## config.mk

```make
export PLATFORM = sky130hd
export DESIGN_NAME = annexb_to_length_prefixed_nal
export DESIGN_NICKNAME = d
export VERILOG_FILES = /design/src/ab2lp_pkg.sv /design/src/annexb_to_length_prefixed_nal.sv
export SDC_FILE = /design/constraint.sdc
export NUM_CORES = 1
export LEC_CHECK = 0
export BUFFER_PORTS_ARGS = -buffer_cell sky130_fd_sc_hd__buf_2
export CAP_MARGIN = 15
export CORE_UTILIZATION = 38
export CTS_CLUSTER_SIZE = 25
export DETAILED_ROUTE_END_ITERATION = 16
export GPL_TIMING_DRIVEN = 1
export PLACE_DENSITY_LB_ADDON = 0.2
export SLEW_MARGIN = 10
export SYNTH_ARGS = -nofsm -noshare
export SYNTH_HDL_FRONTEND = slang
export SYNTH_SLANG_ARGS = --single-unit
```

## constraint.sdc

```tcl
create_clock -name clock -period 10.8 [get_ports clock]
set_input_delay 2.16 -clock clock [delete_from_list [all_inputs] [get_ports clock]]
set_output_delay 2.16 -clock clock [all_outputs]
set_load 0.01 [all_outputs]
```

## src/ab2lp_pkg.sv

```systemverilog
// ----------------------------------------------------------------------------
// ab2lp_pkg
// Shared constants, types and width helpers for the Annex-B to
// length-prefixed NAL rewriter.
// ----------------------------------------------------------------------------
`default_nettype none

package ab2lp_pkg;

   // Output buffer size in bytes
   localparam int unsigned BUF_BYTES = 32'd4194304;

   // Counter width that holds 0 .. BUF_BYTES, and one more bit for sums
   localparam int CNT_W = $clog2(BUF_BYTES) + 1;
   localparam int SUM_W = CNT_W + 1;

   // Fixed field widths
   localparam int ADDR_W = 22;
   localparam int ULEN_W = 23;
   localparam int WORD_W = 32;

   localparam logic [CNT_W-1:0] BUF_CNT = CNT_W'(BUF_BYTES);
   localparam logic [SUM_W-1:0] BUF_SUM = SUM_W'(BUF_BYTES);

   // NAL header fields
   localparam logic [7:0] NAL_TYPE_MASK = 8'h1f;
   localparam logic [7:0] NAL_TYPE_SPS  = 8'd7;
   localparam logic [7:0] NAL_TYPE_PPS  = 8'd8;

   // Start code pieces
   localparam logic [7:0] BYTE_ZERO     = 8'h00;
   localparam logic [7:0] BYTE_SC_END   = 8'h01;

   typedef enum logic [1:0] {
      STATUS_OK       = 2'd0,
      STATUS_NO_NAL   = 2'd1,
      STATUS_OVERFLOW = 2'd2
   } status_type;

   // NAL types that stay in the output stream
   function automatic logic nal_is_kept(input logic [7:0] first_byte);
      logic [7:0] nal_type;
      nal_type = first_byte & NAL_TYPE_MASK;
      return (nal_type != NAL_TYPE_SPS) && (nal_type != NAL_TYPE_PPS);
   endfunction

   // Low bits of a sum as a buffer address
   function automatic logic [ADDR_W-1:0] sum_to_addr(input logic [SUM_W-1:0] v);
      logic [SUM_W+ADDR_W-1:0] wide;
      wide = {{ADDR_W{1'b0}}, v};
      return wide[ADDR_W-1:0];
   endfunction

   // Low bits of a count as a unit length
   function automatic logic [ULEN_W-1:0] cnt_to_ulen(input logic [CNT_W-1:0] v);
      logic [CNT_W+ULEN_W-1:0] wide;
      wide = {{ULEN_W{1'b0}}, v};
      return wide[ULEN_W-1:0];
   endfunction

   // Count as a 32-bit length prefix
   function automatic logic [WORD_W-1:0] cnt_to_word(input logic [CNT_W-1:0] v);
      logic [CNT_W+WORD_W-1:0] wide;
      wide = {{WORD_W{1'b0}}, v};
      return wide[WORD_W-1:0];
   endfunction

endpackage

`default_nettype wire

```

## src/annexb_to_length_prefixed_nal.sv

```systemverilog
// ----------------------------------------------------------------------------
// annexb_to_length_prefixed_nal
// Rewrites an Annex-B access unit, one byte per item, into buffer writes of
// length-prefixed NAL units, and reports the unit total on its last result.
// ----------------------------------------------------------------------------
//
//  channel | direction | handshake            | payload
//  --------+-----------+----------------------+--------------------------------
//  req     | in        | req_valid/req_stall  | data_byte, last_of_unit
//  rsp     | out       | rsp_valid/rsp_stall  | write_valid/address/data,
//          |           |                      | unit_done/length/status
//
//  An input byte is decoded in the cycle it is taken; its zero to eight
//  results land in a result stage and leave one per cycle while rsp_stall is low.
//  One result per byte sustains one byte per cycle; a byte with more results
//  stalls the input until its last one leaves the single-result output port.
//  Reset is synchronous and clears parser state and the result pointer only.
//  A stalled result holds; the input stalls until the stage drains its last.
// ----------------------------------------------------------------------------
`default_nettype none

module annexb_to_length_prefixed_nal
   import ab2lp_pkg::*;
(
   input  wire logic               clock,
   input  wire logic               reset,
   input  wire logic               req_valid,
   output logic                    req_stall,
   input  wire logic [7:0]         req_data_byte,
   input  wire logic               req_last_of_unit,
   output logic                    rsp_valid,
   input  wire logic               rsp_stall,
   output logic                    rsp_write_valid,
   output logic [ADDR_W-1:0]       rsp_write_address,
   output logic [7:0]              rsp_write_data,
   output logic                    rsp_unit_done,
   output logic [ULEN_W-1:0]       rsp_unit_length,
   output logic [1:0]              rsp_unit_status
);

   // Parser state
   logic             inside_ff,  inside_in;
   logic [1:0]       held_ff,    held_in;
   logic [CNT_W-1:0] hbase_ff,   hbase_in;
   logic [CNT_W-1:0] nbc_ff,     nbc_in;
   logic             kept_ff,    kept_in;
   logic             ovf_ff,     ovf_in;

   // Result stage
   logic [3:0]        rem_ff,    rem_in;
   logic [2:0]        pos_ff,    pos_in;
   logic [2:0]        s_m_ff;
   logic [ADDR_W-1:0] s_dbase_ff;
   logic [7:0]        s_data_ff [4];
   logic              s_hdr_ff;
   logic [ADDR_W-1:0] s_hbase_ff;
   logic [WORD_W-1:0] s_len_ff;
   logic              s_done_ff;
   logic [ULEN_W-1:0] s_ulen_ff;
   status_type        s_status_ff;

   // Decode signals
   logic              acc, drain;
   logic              case_zero, case_sc, case_other;
   logic [1:0]        held_after;
   logic [2:0]        n_pre, n_calls, n_minus1;
   logic [7:0]        wr_byte [4];
   logic              first_call, kept_eff, kept_new;
   logic [SUM_W-1:0]  addr0;
   logic [2:0]        m_cnt;
   logic              ovf_new;
   logic [CNT_W:0]    nbc_sum;
   logic [CNT_W-1:0]  nbc_new;
   logic              do_end, hdr;
   logic [SUM_W-1:0]  hbase_sum;
   logic [CNT_W-1:0]  hbase_end;
   logic              idle_res;
   logic [3:0]        total;
   status_type        status_new;
   logic [ULEN_W-1:0] ulen_new;
   logic [2:0]        hdr_pos;
   logic [WORD_W-1:0] len_shift;

   assign acc   = req_valid && !req_stall;
   assign drain = rsp_valid && !rsp_stall;

   // Hold the input while more than the result now leaving is queued
   assign req_stall = (rem_ff > 4'd1) || ((rem_ff == 4'd1) && rsp_stall);
   assign rsp_valid = (rem_ff != 4'd0);

   // Classify the byte: zero, start code end, or ordinary data
   always_comb begin
      case_zero  = (req_data_byte == BYTE_ZERO);
      case_sc    = (req_data_byte == BYTE_SC_END) && (held_ff >= 2'd2);
      case_other = !case_zero && !case_sc;

      // Zeros still held after this byte, and NAL bytes released by it
      held_after = 2'd0;
      n_pre      = 3'd0;
      if (case_zero) begin
         held_after = (held_ff == 2'd3) ? 2'd3 : held_ff + 2'd1;
         n_pre      = (held_ff == 2'd3) ? 3'd1 : 3'd0;
      end else if (case_other) begin
         n_pre = {1'b0, held_ff} + 3'd1;
      end

      // Unit end flushes the held zeros into the NAL
      n_calls = 3'd0;
      if (inside_ff) begin
         n_calls = n_pre + (req_last_of_unit ? {1'b0, held_after} : 3'd0);
      end
      n_minus1 = n_calls - 3'd1;

      // Released bytes are zeros, the ordinary byte comes last
      for (int k = 0; k < 4; k++) begin
         wr_byte[k] = (case_other && (n_minus1 == 3'(k))) ? req_data_byte : BYTE_ZERO;
      end

      // The first byte of a NAL decides whether it is kept
      first_call = (nbc_ff == '0) && (n_calls != 3'd0);
      kept_eff   = first_call ? nal_is_kept(wr_byte[0]) : kept_ff;
      kept_new   = (n_calls != 3'd0) ? kept_eff : kept_ff;

      // Count the data writes that still fit the buffer
      addr0 = SUM_W'(hbase_ff) + SUM_W'(nbc_ff) + SUM_W'(4);
      m_cnt = 3'd0;
      for (int k = 0; k < 4; k++) begin
         if (kept_eff && !ovf_ff && (3'(k) < n_calls) &&
             ((addr0 + SUM_W'(k)) < BUF_SUM)) begin
            m_cnt = m_cnt + 3'd1;
         end
      end
      ovf_new = ovf_ff || (kept_eff && (m_cnt != n_calls));

      // Advance the NAL byte count, saturating at the buffer size
      nbc_sum = {1'b0, nbc_ff} + (CNT_W+1)'(n_calls);
      nbc_new = (nbc_sum > {1'b0, BUF_CNT}) ? BUF_CNT : nbc_sum[CNT_W-1:0];

      // Close the NAL on a start code or at unit end
      do_end    = inside_ff && (case_sc || req_last_of_unit);
      hdr       = do_end && kept_new && (nbc_new != '0) && !ovf_new;
      hbase_sum = SUM_W'(hbase_ff) + SUM_W'(nbc_new) + SUM_W'(4);
      hbase_end = hdr ? hbase_sum[CNT_W-1:0] : hbase_ff;

      // Unit summary
      if (ovf_new) begin
         status_new = STATUS_OVERFLOW;
         ulen_new   = '0;
      end else if (hbase_end == '0) begin
         status_new = STATUS_NO_NAL;
         ulen_new   = '0;
      end else begin
         status_new = STATUS_OK;
         ulen_new   = cnt_to_ulen(hbase_end);
      end

      idle_res = req_last_of_unit && (m_cnt == 3'd0) && !hdr;
      total    = {1'b0, m_cnt} + (hdr ? 4'd4 : 4'd0) + (idle_res ? 4'd1 : 4'd0);
   end

   // Next parser state
   always_comb begin
      inside_in = inside_ff;
      held_in   = held_ff;
      hbase_in  = hbase_ff;
      nbc_in    = nbc_ff;
      kept_in   = kept_ff;
      ovf_in    = ovf_ff;
      if (acc) begin
         if (req_last_of_unit) begin
            inside_in = 1'b0;
            held_in   = 2'd0;
            hbase_in  = '0;
            nbc_in    = '0;
            kept_in   = 1'b0;
            ovf_in    = 1'b0;
         end else begin
            inside_in = inside_ff || case_sc;
            held_in   = held_after;
            hbase_in  = hbase_end;
            nbc_in    = case_sc ? '0 : nbc_new;
            kept_in   = case_sc ? 1'b0 : kept_new;
            ovf_in    = ovf_new;
         end
      end
   end

   // Advance the result pointer, reload on a new item
   always_comb begin
      rem_in = rem_ff;
      pos_in = pos_ff;
      if (acc) begin
         rem_in = total;
         pos_in = 3'd0;
      end else if (drain) begin
         rem_in = rem_ff - 4'd1;
         pos_in = pos_ff + 3'd1;
      end
   end

   always_ff @(posedge clock) begin
      if (reset) begin
         inside_ff <= 1'b0;
         held_ff   <= 2'd0;
         hbase_ff  <= '0;
         nbc_ff    <= '0;
         kept_ff   <= 1'b0;
         ovf_ff    <= 1'b0;
         rem_ff    <= 4'd0;
         pos_ff    <= 3'd0;
      end else begin
         inside_ff <= inside_in;
         held_ff   <= held_in;
         hbase_ff  <= hbase_in;
         nbc_ff    <= nbc_in;
         kept_ff   <= kept_in;
         ovf_ff    <= ovf_in;
         rem_ff    <= rem_in;
         pos_ff    <= pos_in;
      end
   end

   // Load the result stage payload
   always_ff @(posedge clock) begin
      if (acc) begin
         s_m_ff      <= m_cnt;
         s_dbase_ff  <= sum_to_addr(addr0);
         s_data_ff   <= wr_byte;
         s_hdr_ff    <= hdr;
         s_hbase_ff  <= sum_to_addr(SUM_W'(hbase_ff));
         s_len_ff    <= cnt_to_word(nbc_new);
         s_done_ff   <= req_last_of_unit;
         s_ulen_ff   <= ulen_new;
         s_status_ff <= status_new;
      end
   end

   // Select the result at the current position
   always_comb begin
      hdr_pos           = pos_ff - s_m_ff;
      len_shift         = s_len_ff >> {(2'd3 - hdr_pos[1:0]), 3'b000};
      rsp_write_valid   = 1'b0;
      rsp_write_address = '0;
      rsp_write_data    = 8'd0;
      if (pos_ff < s_m_ff) begin
         rsp_write_valid   = 1'b1;
         rsp_write_address = s_dbase_ff + ADDR_W'(pos_ff);
         rsp_write_data    = s_data_ff[pos_ff[1:0]];
      end else if (s_hdr_ff) begin
         rsp_write_valid   = 1'b1;
         rsp_write_address = s_hbase_ff + ADDR_W'(hdr_pos[1:0]);
         rsp_write_data    = len_shift[7:0];
      end
      rsp_unit_done   = s_done_ff && (rem_ff == 4'd1);
      rsp_unit_length = rsp_unit_done ? s_ulen_ff : '0;
      rsp_unit_status = rsp_unit_done ? s_status_ff : STATUS_OK;
   end

endmodule

`default_nettype wire
```

==> summary.txt, run 1 <==
Power
  • PD cells: about 160 nW/um^2
  • Total power: between 2000 and 2500 uW
  • Leakage: 0.00676 uW
  • Worst VDD drop: 103 uV

CTS
  • CTS tree: yes
  • Clk buf depth: 2
  • Worst-path clk slew: 70 ps
  • Clk sink count: 187
  • Cts bufs inserted: 17
  • H-tree depth: 4
  • Clk_lat worst skew: 450 ps
  • # hold bufs at CTS: 0
  • Root buf cell: clkbuf_16

STA
  • Minimum clock period: 10450 ps
  • Final setup fails: 0
  • Setup TNS: 0 ps
  • Least-Margin Pin Slew: about 1100 ps
  • Clock Skews: 10.3 ps
  • Rel. slew slack: 0.293
  • Final hold viol count: 0
  • Fin. max-slew vios: 0
  • Final Cycle Share: 0.968
  • F_max: between 90 and 100 MHz

Global routing
  • Vias in the first global route: 10100
  • First-pass GRT wire length: 58900 um
  • Initial antenna violation count: 0
  • Grt ovf: 0
  • Global Route Usage Sum: 0.218
  • Largest net degree at the start of global routing: about 80

Setup path
  • Worst Path Max Fanout: 16
  • Flop2flop setup slack: 1850 ps
  • Arr. time, crit path: 10720 ps
  • Worst setup EP type: register
  • Crit-path max cell delay: 560 ps
  • WS Path Type: input pin to register
  • Slowest CP cell: fa_1
  • Nature of the critical path startpoint: input pin
  • Required @ worst endpoint: 11070 ps
  • Most common cell on crit path: or4_4

Layout
  • Final net count: 1654
  • Final Core Density: 0.459
  • Area Overhead vs Synth: 17.9%
  • Final Non-Filler Cells: 1980
  • Share of post-route cells with drive strength above 1: 0.198
  • Inserted Diodes: 0
  • Fill count: 3245

Synth
  • Unique masters post-synth: 85
  • Post-Synthesis Cells: 1373
  • Number of synthesized flops with an enable pin: 129
  • Sequential area share after synthesis: 0.384
  • Yosys reg bits: 187
  • Ys flop type: edfxtp_1
  • Synth warn: 0
  • Mapped Nets: 1508
  • Post-Syn Area: 13100 sq um
  • Ys async rst share: 0
  • Avg Cell Area, Syn: 9.55 sq um

Placed design
  • DP Cell Count: a little under 2000
  • Hpwl dp: 30300 um
  • GP Congestion: ~0.94
  • Port bufs: a little over 70

Routing
  • Antenna viol nets, final: 0
  • Drt initial violations: 866
  • DRC violations left: 0
  • Routed WL: 38700 um
  • Drt pass-1 iters: 5
  • Drt wl/cell: 19.5 um
  • Vias per cell: 5.50
  • Vias: roughly 11000

Worst hold path
  • Hold Crit Class: register to register

Floorplanning
  • Top-level I/O count: 72
  • Die H: between 150 and 200 um
  • Die W: 188 um
  • Num rows: 67
  • Core area: about 34000 sq um
  • Starting Density: 0.389
  • Total die area: about 35000 sq um

Status
  • Status: completed

Flow run
  • Max-cap viol count: 0
layout make-up:
type	instances	area [sq um]	share of cell area
Sequential cell	187	5030	0.326
Tap cell	448	561	0.0363
Clock inverter	11	123	0.00793
Clock buffer	21	493	0.0319
Multi-Input combinational cell	1073	7830	0.506
Inverter	57	216	0.0140
Timing Repair Buffer	183	1210	0.0781
state kept, by name (all words and copies together), names as in the netlist:
register,count
pos_ff,3
s_len_ff,23
ovf_ff,1
hbase_ff,23
nbc_ff,23
s_status_ff,2
s_data_ff,32
held_ff,2
s_hdr_ff,1
s_dbase_ff,22
kept_ff,1
s_done_ff,1
s_m_ff,3
rem_ff,4
s_ulen_ff,23
s_hbase_ff,22
inside_ff,1
what timing repair did:
| action | 4_1_cts | 5_1_grt |
|---|---|---|
| cloned | 0 | 0 |
| pin swaps | 2 | 22 |
| resized for setup | 3 | 46 |
| setup buffers | 0 | 5 |
| endpoints found under the hold margin | 0 | 0 |
| endpoints found under the setup margin | 1 | 5 |
logic make-up after synthesis:
| family | synth area share |
|---|---|
| AND/OR/NAND/NOR | 0.211 |
| AO/OA/AOI/OAI | 0.145 |
| flip-flops | 0.384 |
| adder cells (fa/ha/maj) | 0.120 |
| buffers and inverters | 0.0365 |
| XOR/XNOR | 0.0710 |
| multiplexers | 0.0326 |
worst paths after layout:
path / startpoint / end / cells after the start
worst max-delay path: req_data_byte[5] / s_status_ff[0] / 35
worst min-delay path: kept_ff / kept_ff / 2
worst max register to register: held_ff[0] / s_status_ff[0] / 34
worst min register to register: kept_ff / kept_ff / 2
per-stage QoR:
| stage | setup WS (ps) | hold WS, ps | area (sq um) |
|---|---|---|---|
| 6_report | 349 | 473 | 15500 |
| 5_1_grt | -58.1 | 524 | 15500 |
| 4_1_cts | 33.7 | 472 | 15200 |
| 3_5_place_dp | -538 | 460 | 14600 |
| 3_3_place_gp | -354 | 459 | 14600 |
| 2_1_floorplan | 38.2 | 441 | 13100 |
worst max-delay path: cells and delay by family:
family,cells,cell delay (ps)
simple gates,19,5140
fa+ha+maj,6,1900
compound gates,6,1090
buf+inv,4,390
cells in the final DEF (no fill, tap or decap), drive strengths merged, types with 8 or more instances in the layout:
cell type	n
buf	183
o21ai	77
nor2b	16
a21o	16
nand4	16
xnor2	51
nand2	124
a21oi	68
or4	14
dfxtp	58
inv	63
mux2i	21
nor4	24
o31ai	11
a22o	20
a31oi	15
and3	28
nor3	35
or3	9
and2	71
edfxtp	129
mux4	8
a211oi	9
nand2b	17
o22ai	20
nand3	49
xor2	51
clkbuf	21
ha	116
nor2	104
power by group:
part	switching, uW	internal (uW)
registers	91.0	988
clock network	295	360
logic	462	251
per-layer routing:
| layer | routed length (um) | share of wire | up-vias | track usage |
|---|---|---|---|---|
| li1 | - | - | 5322 | - |
| met1 | 18300 | 0.47 | 5225 | 0.303 |
| met2 | 17700 | 0.46 | 290 | 0.349 |
| met3 | 1660 | 0.043 | 52 | 0.0313 |
| met4 | 969 | 0.025 | 0 | 0.0707 |
| met5 | 0 | 0 | - | 0 |
cells in the mapped netlist (15+ instances only):
library cell  count  area share
nand2b_1         17      0.0081
and3_1           27       0.013
nand4_1          16      0.0076
dfxtp_1          58       0.089
nor3_1           35       0.013
xnor2_1          50       0.033
xor2_1           50       0.033
nor4_1           21       0.010
mux2i_1          21       0.016
nor2b_1          16      0.0076
a22o_1           20       0.013
o21ai_0          72       0.027
ha_1            116        0.11
nand3_1          47       0.018
a31oi_1          15      0.0072
a21oi_1          67       0.026
and2_1           70       0.033
o22ai_1          20      0.0095
a21o_1           16      0.0092
inv_1            55       0.016
nand2_1         123       0.035
edfxtp_1        129        0.30
nor2_1           94       0.027
clkbuf_1         41       0.012
No activity file was read; power rests on OpenSTA's default activity.
==> run 2: changes to the inputs <==
CORE_UTILIZATION = 57   (was 38)
==> summary.txt, run 2 (synthesis results as in run 1) <==
Power
  • Leakage: 0.00666 uW (-1.5%)
  • PD cells: 163 nW/um^2 (+3.0%)
  • Worst VDD drop: 117 uV (+14%)

STA
  • Setup WS post-layout: 413 ps (+64.4 ps)
  • Rel. slew slack: 0.341 (+0.0478)
  • F_max: 96.3 MHz (+0.62%)
  • Final Cycle Share: 0.962 (-0.00596)
  • Minimum clock period: 10390 ps (-64.4 ps)
  • Setup TNS: 0 ps (unchanged)
  • Final setup fails: 0 (unchanged)
  • Final hold viol count: 0 (unchanged)
  • Least-Margin Pin Slew: 986 ps (-74.1 ps)
  • Clock Skews: 14.8 ps (+4.49 ps)
  • Fin. max-slew vios: 0 (unchanged)

Layout
  • Share of post-route cells with drive strength above 1: 0.177 (-0.0203)
  • Inserted Diodes: 0 (unchanged)
  • Max reg flops: 32 (unchanged)
  • Final Core Density: 0.666 (+0.208)
  • Final Non-Filler Cells: 1795 (-9.3%)
  • Area Overhead vs Synth: 14.7%
  • Most frequent cells in the layout: 129 x edfxtp_1, 123 x nand2_1, 116 x ha_1, 93 x nor2_1, 89 x buf_4
  • Final net count: 1632 (-1.3%)
  • Fill count: 1813 (-44%)
  • Commonest non-fill, non-tap cell in the layout: edfxtp_1
  • Biggest register: s_data_ff

Global routing
  • Global Route Usage Sum: 0.322 (+0.103)
  • Grt ovf: 0 (unchanged)
  • Initial antenna violation count: 1 (+1)
  • Largest net degree at the start of global routing: 69 (-15%)
  • Vias in the first global route: 10400 (+3.6%)
  • First-pass GRT wire length: 57600 um (-2.1%)

Routing
  • Vias: 11100 (+2.2%)
  • Antenna viol nets, final: 0 (unchanged)
  • Drt initial violations: 883 (+2.0%)
  • Drt wl/cell: 20.7 um (+6.2%)
  • Routed WL: 37200 um (-3.7%)
  • DRC violations left: 0 (unchanged)
  • Drt pass-1 iters: 6 (+1)
  • Vias per cell: 6.20 (+13%)

CTS
  • CTS tree: yes
  • Worst-path clk slew: 90 ps (+20 ps)
  • Clk_lat worst skew: 460 ps (about the same)
  • # hold bufs at CTS: 0 (unchanged)
  • Clk sink count: 187 (unchanged)
  • Cts bufs inserted: 17 (unchanged)
  • H-tree depth: 4 (unchanged)
  • Clk buf depth: 2 (unchanged)
  • Root buf cell: clkbuf_16

Setup path
  • Crit-path max cell delay: 560 ps (about the same)
  • Worst Path Max Fanout: 16 (unchanged)
  • Most common cell on crit path: buf_4
  • WS Path Type: input pin to register
  • Worst setup EP type: register
  • Arr. time, crit path: 10670 ps (-50 ps)
  • Slowest CP cell: or4_4
  • Nature of the critical path startpoint: input pin
  • Required @ worst endpoint: 11090 ps (+20 ps)

Floorplanning
  • Top-level I/O count: 72 (unchanged)
  • Die H: 154 um (-18%)
  • Starting Density: 0.581 (+0.192)
  • Total die area: 23600 sq um (-33%)
  • Num rows: 55 (-18%)
  • Die W: 154 um (-18%)
  • Core area: 22600 sq um (-33%)

Flow run
  • Max-cap viol count: 0 (unchanged)

Placed design
  • Dpl ws: -505 ps (+33.3 ps)
  • DP Cell Count: 1759 (-9.5%)
  • Hpwl dp: 28500 um (-5.8%)
  • Port bufs: 71 (unchanged)
  • GP Congestion: 0.968 (+2.5%)

Worst hold path
  • Hold Crit Class: register to register

Status
  • Status: completed
==> run 2: changes by cell type in the layout (fill, tap and decap cells not counted), moves of 3 or more <==
cell      delta
inv_6        -5
buf_4       -20
a21oi_2      -3
buf_6        -3
a21oi_1      +3
clkinv_8     +3
nor2_1       +4
inv_12       +4
==> run 2: final cells by class <==
type,count,area [sq um],area share
Sequential cell,187,5030,0.335
Clock inverter,15,208,0.0138
Tap cell,285,357,0.0237
Timing Repair Buffer,161,1040,0.0690
Clock buffer,17,425,0.0283
Multi-Input combinational cell,1073,7760,0.516
Inverter,57,216,0.0144
==> run 2: path summary, 6_finish.rpt <==
check	start	to	slack, ps	cells past startpoint
setup / recovery	req_data_byte[3]	s_status_ff[0]	410	37
hold / removal	kept_ff	kept_ff	480	2
setup reg to reg	held_ff[0]	s_status_ff[0]	2020	38
hold reg to reg	kept_ff	kept_ff	480	2
==> run 2: power breakdown <==
part / switching [uW] / internal, uW / leakage, uW
sequential: 96.3 / 987 / 0.00171
combinational: 449 / 254 / 0.00464
clock: 342 / 324 / 0.000305
total: 887 / 1560 / 0.00666
==> run 2: repair_timing <==
action | 4_1_cts | 5_1_grt
endpoints found under the setup margin | 1 | 5
gates resized for setup | 4 | 26
buffers inserted | 0 | 3
pin swaps | 3 | 8
==> run 2: critical path: cells and delay by family <==
family          cells  cell delay [ps]
compound gates      9             1180
xor+xnor            2              250
fa+ha+maj           4             1290
buf+inv             5              730
simple gates       17             5050
==> run 2: routing by layer <==
layer / GRT usage / share of wire
met5: 0 / 0
met4: 0.157 / 0.043
met3: 0.0530 / 0.072
met2: 0.506 / 0.45
met1: 0.433 / 0.44
==> run 2: stage by stage <==
stage / hold slack (ps) / cell area, sq um / power (uW)
6_report: 475 / 15000 / 2450
5_1_grt: 485 / 15000 / 2570
4_1_cts: 471 / 14900 / 2460
3_5_place_dp: 458 / 14200 / 1800
3_3_place_gp: 455 / 14200 / 1770
2_1_floorplan: 441 / 13100 / 1550
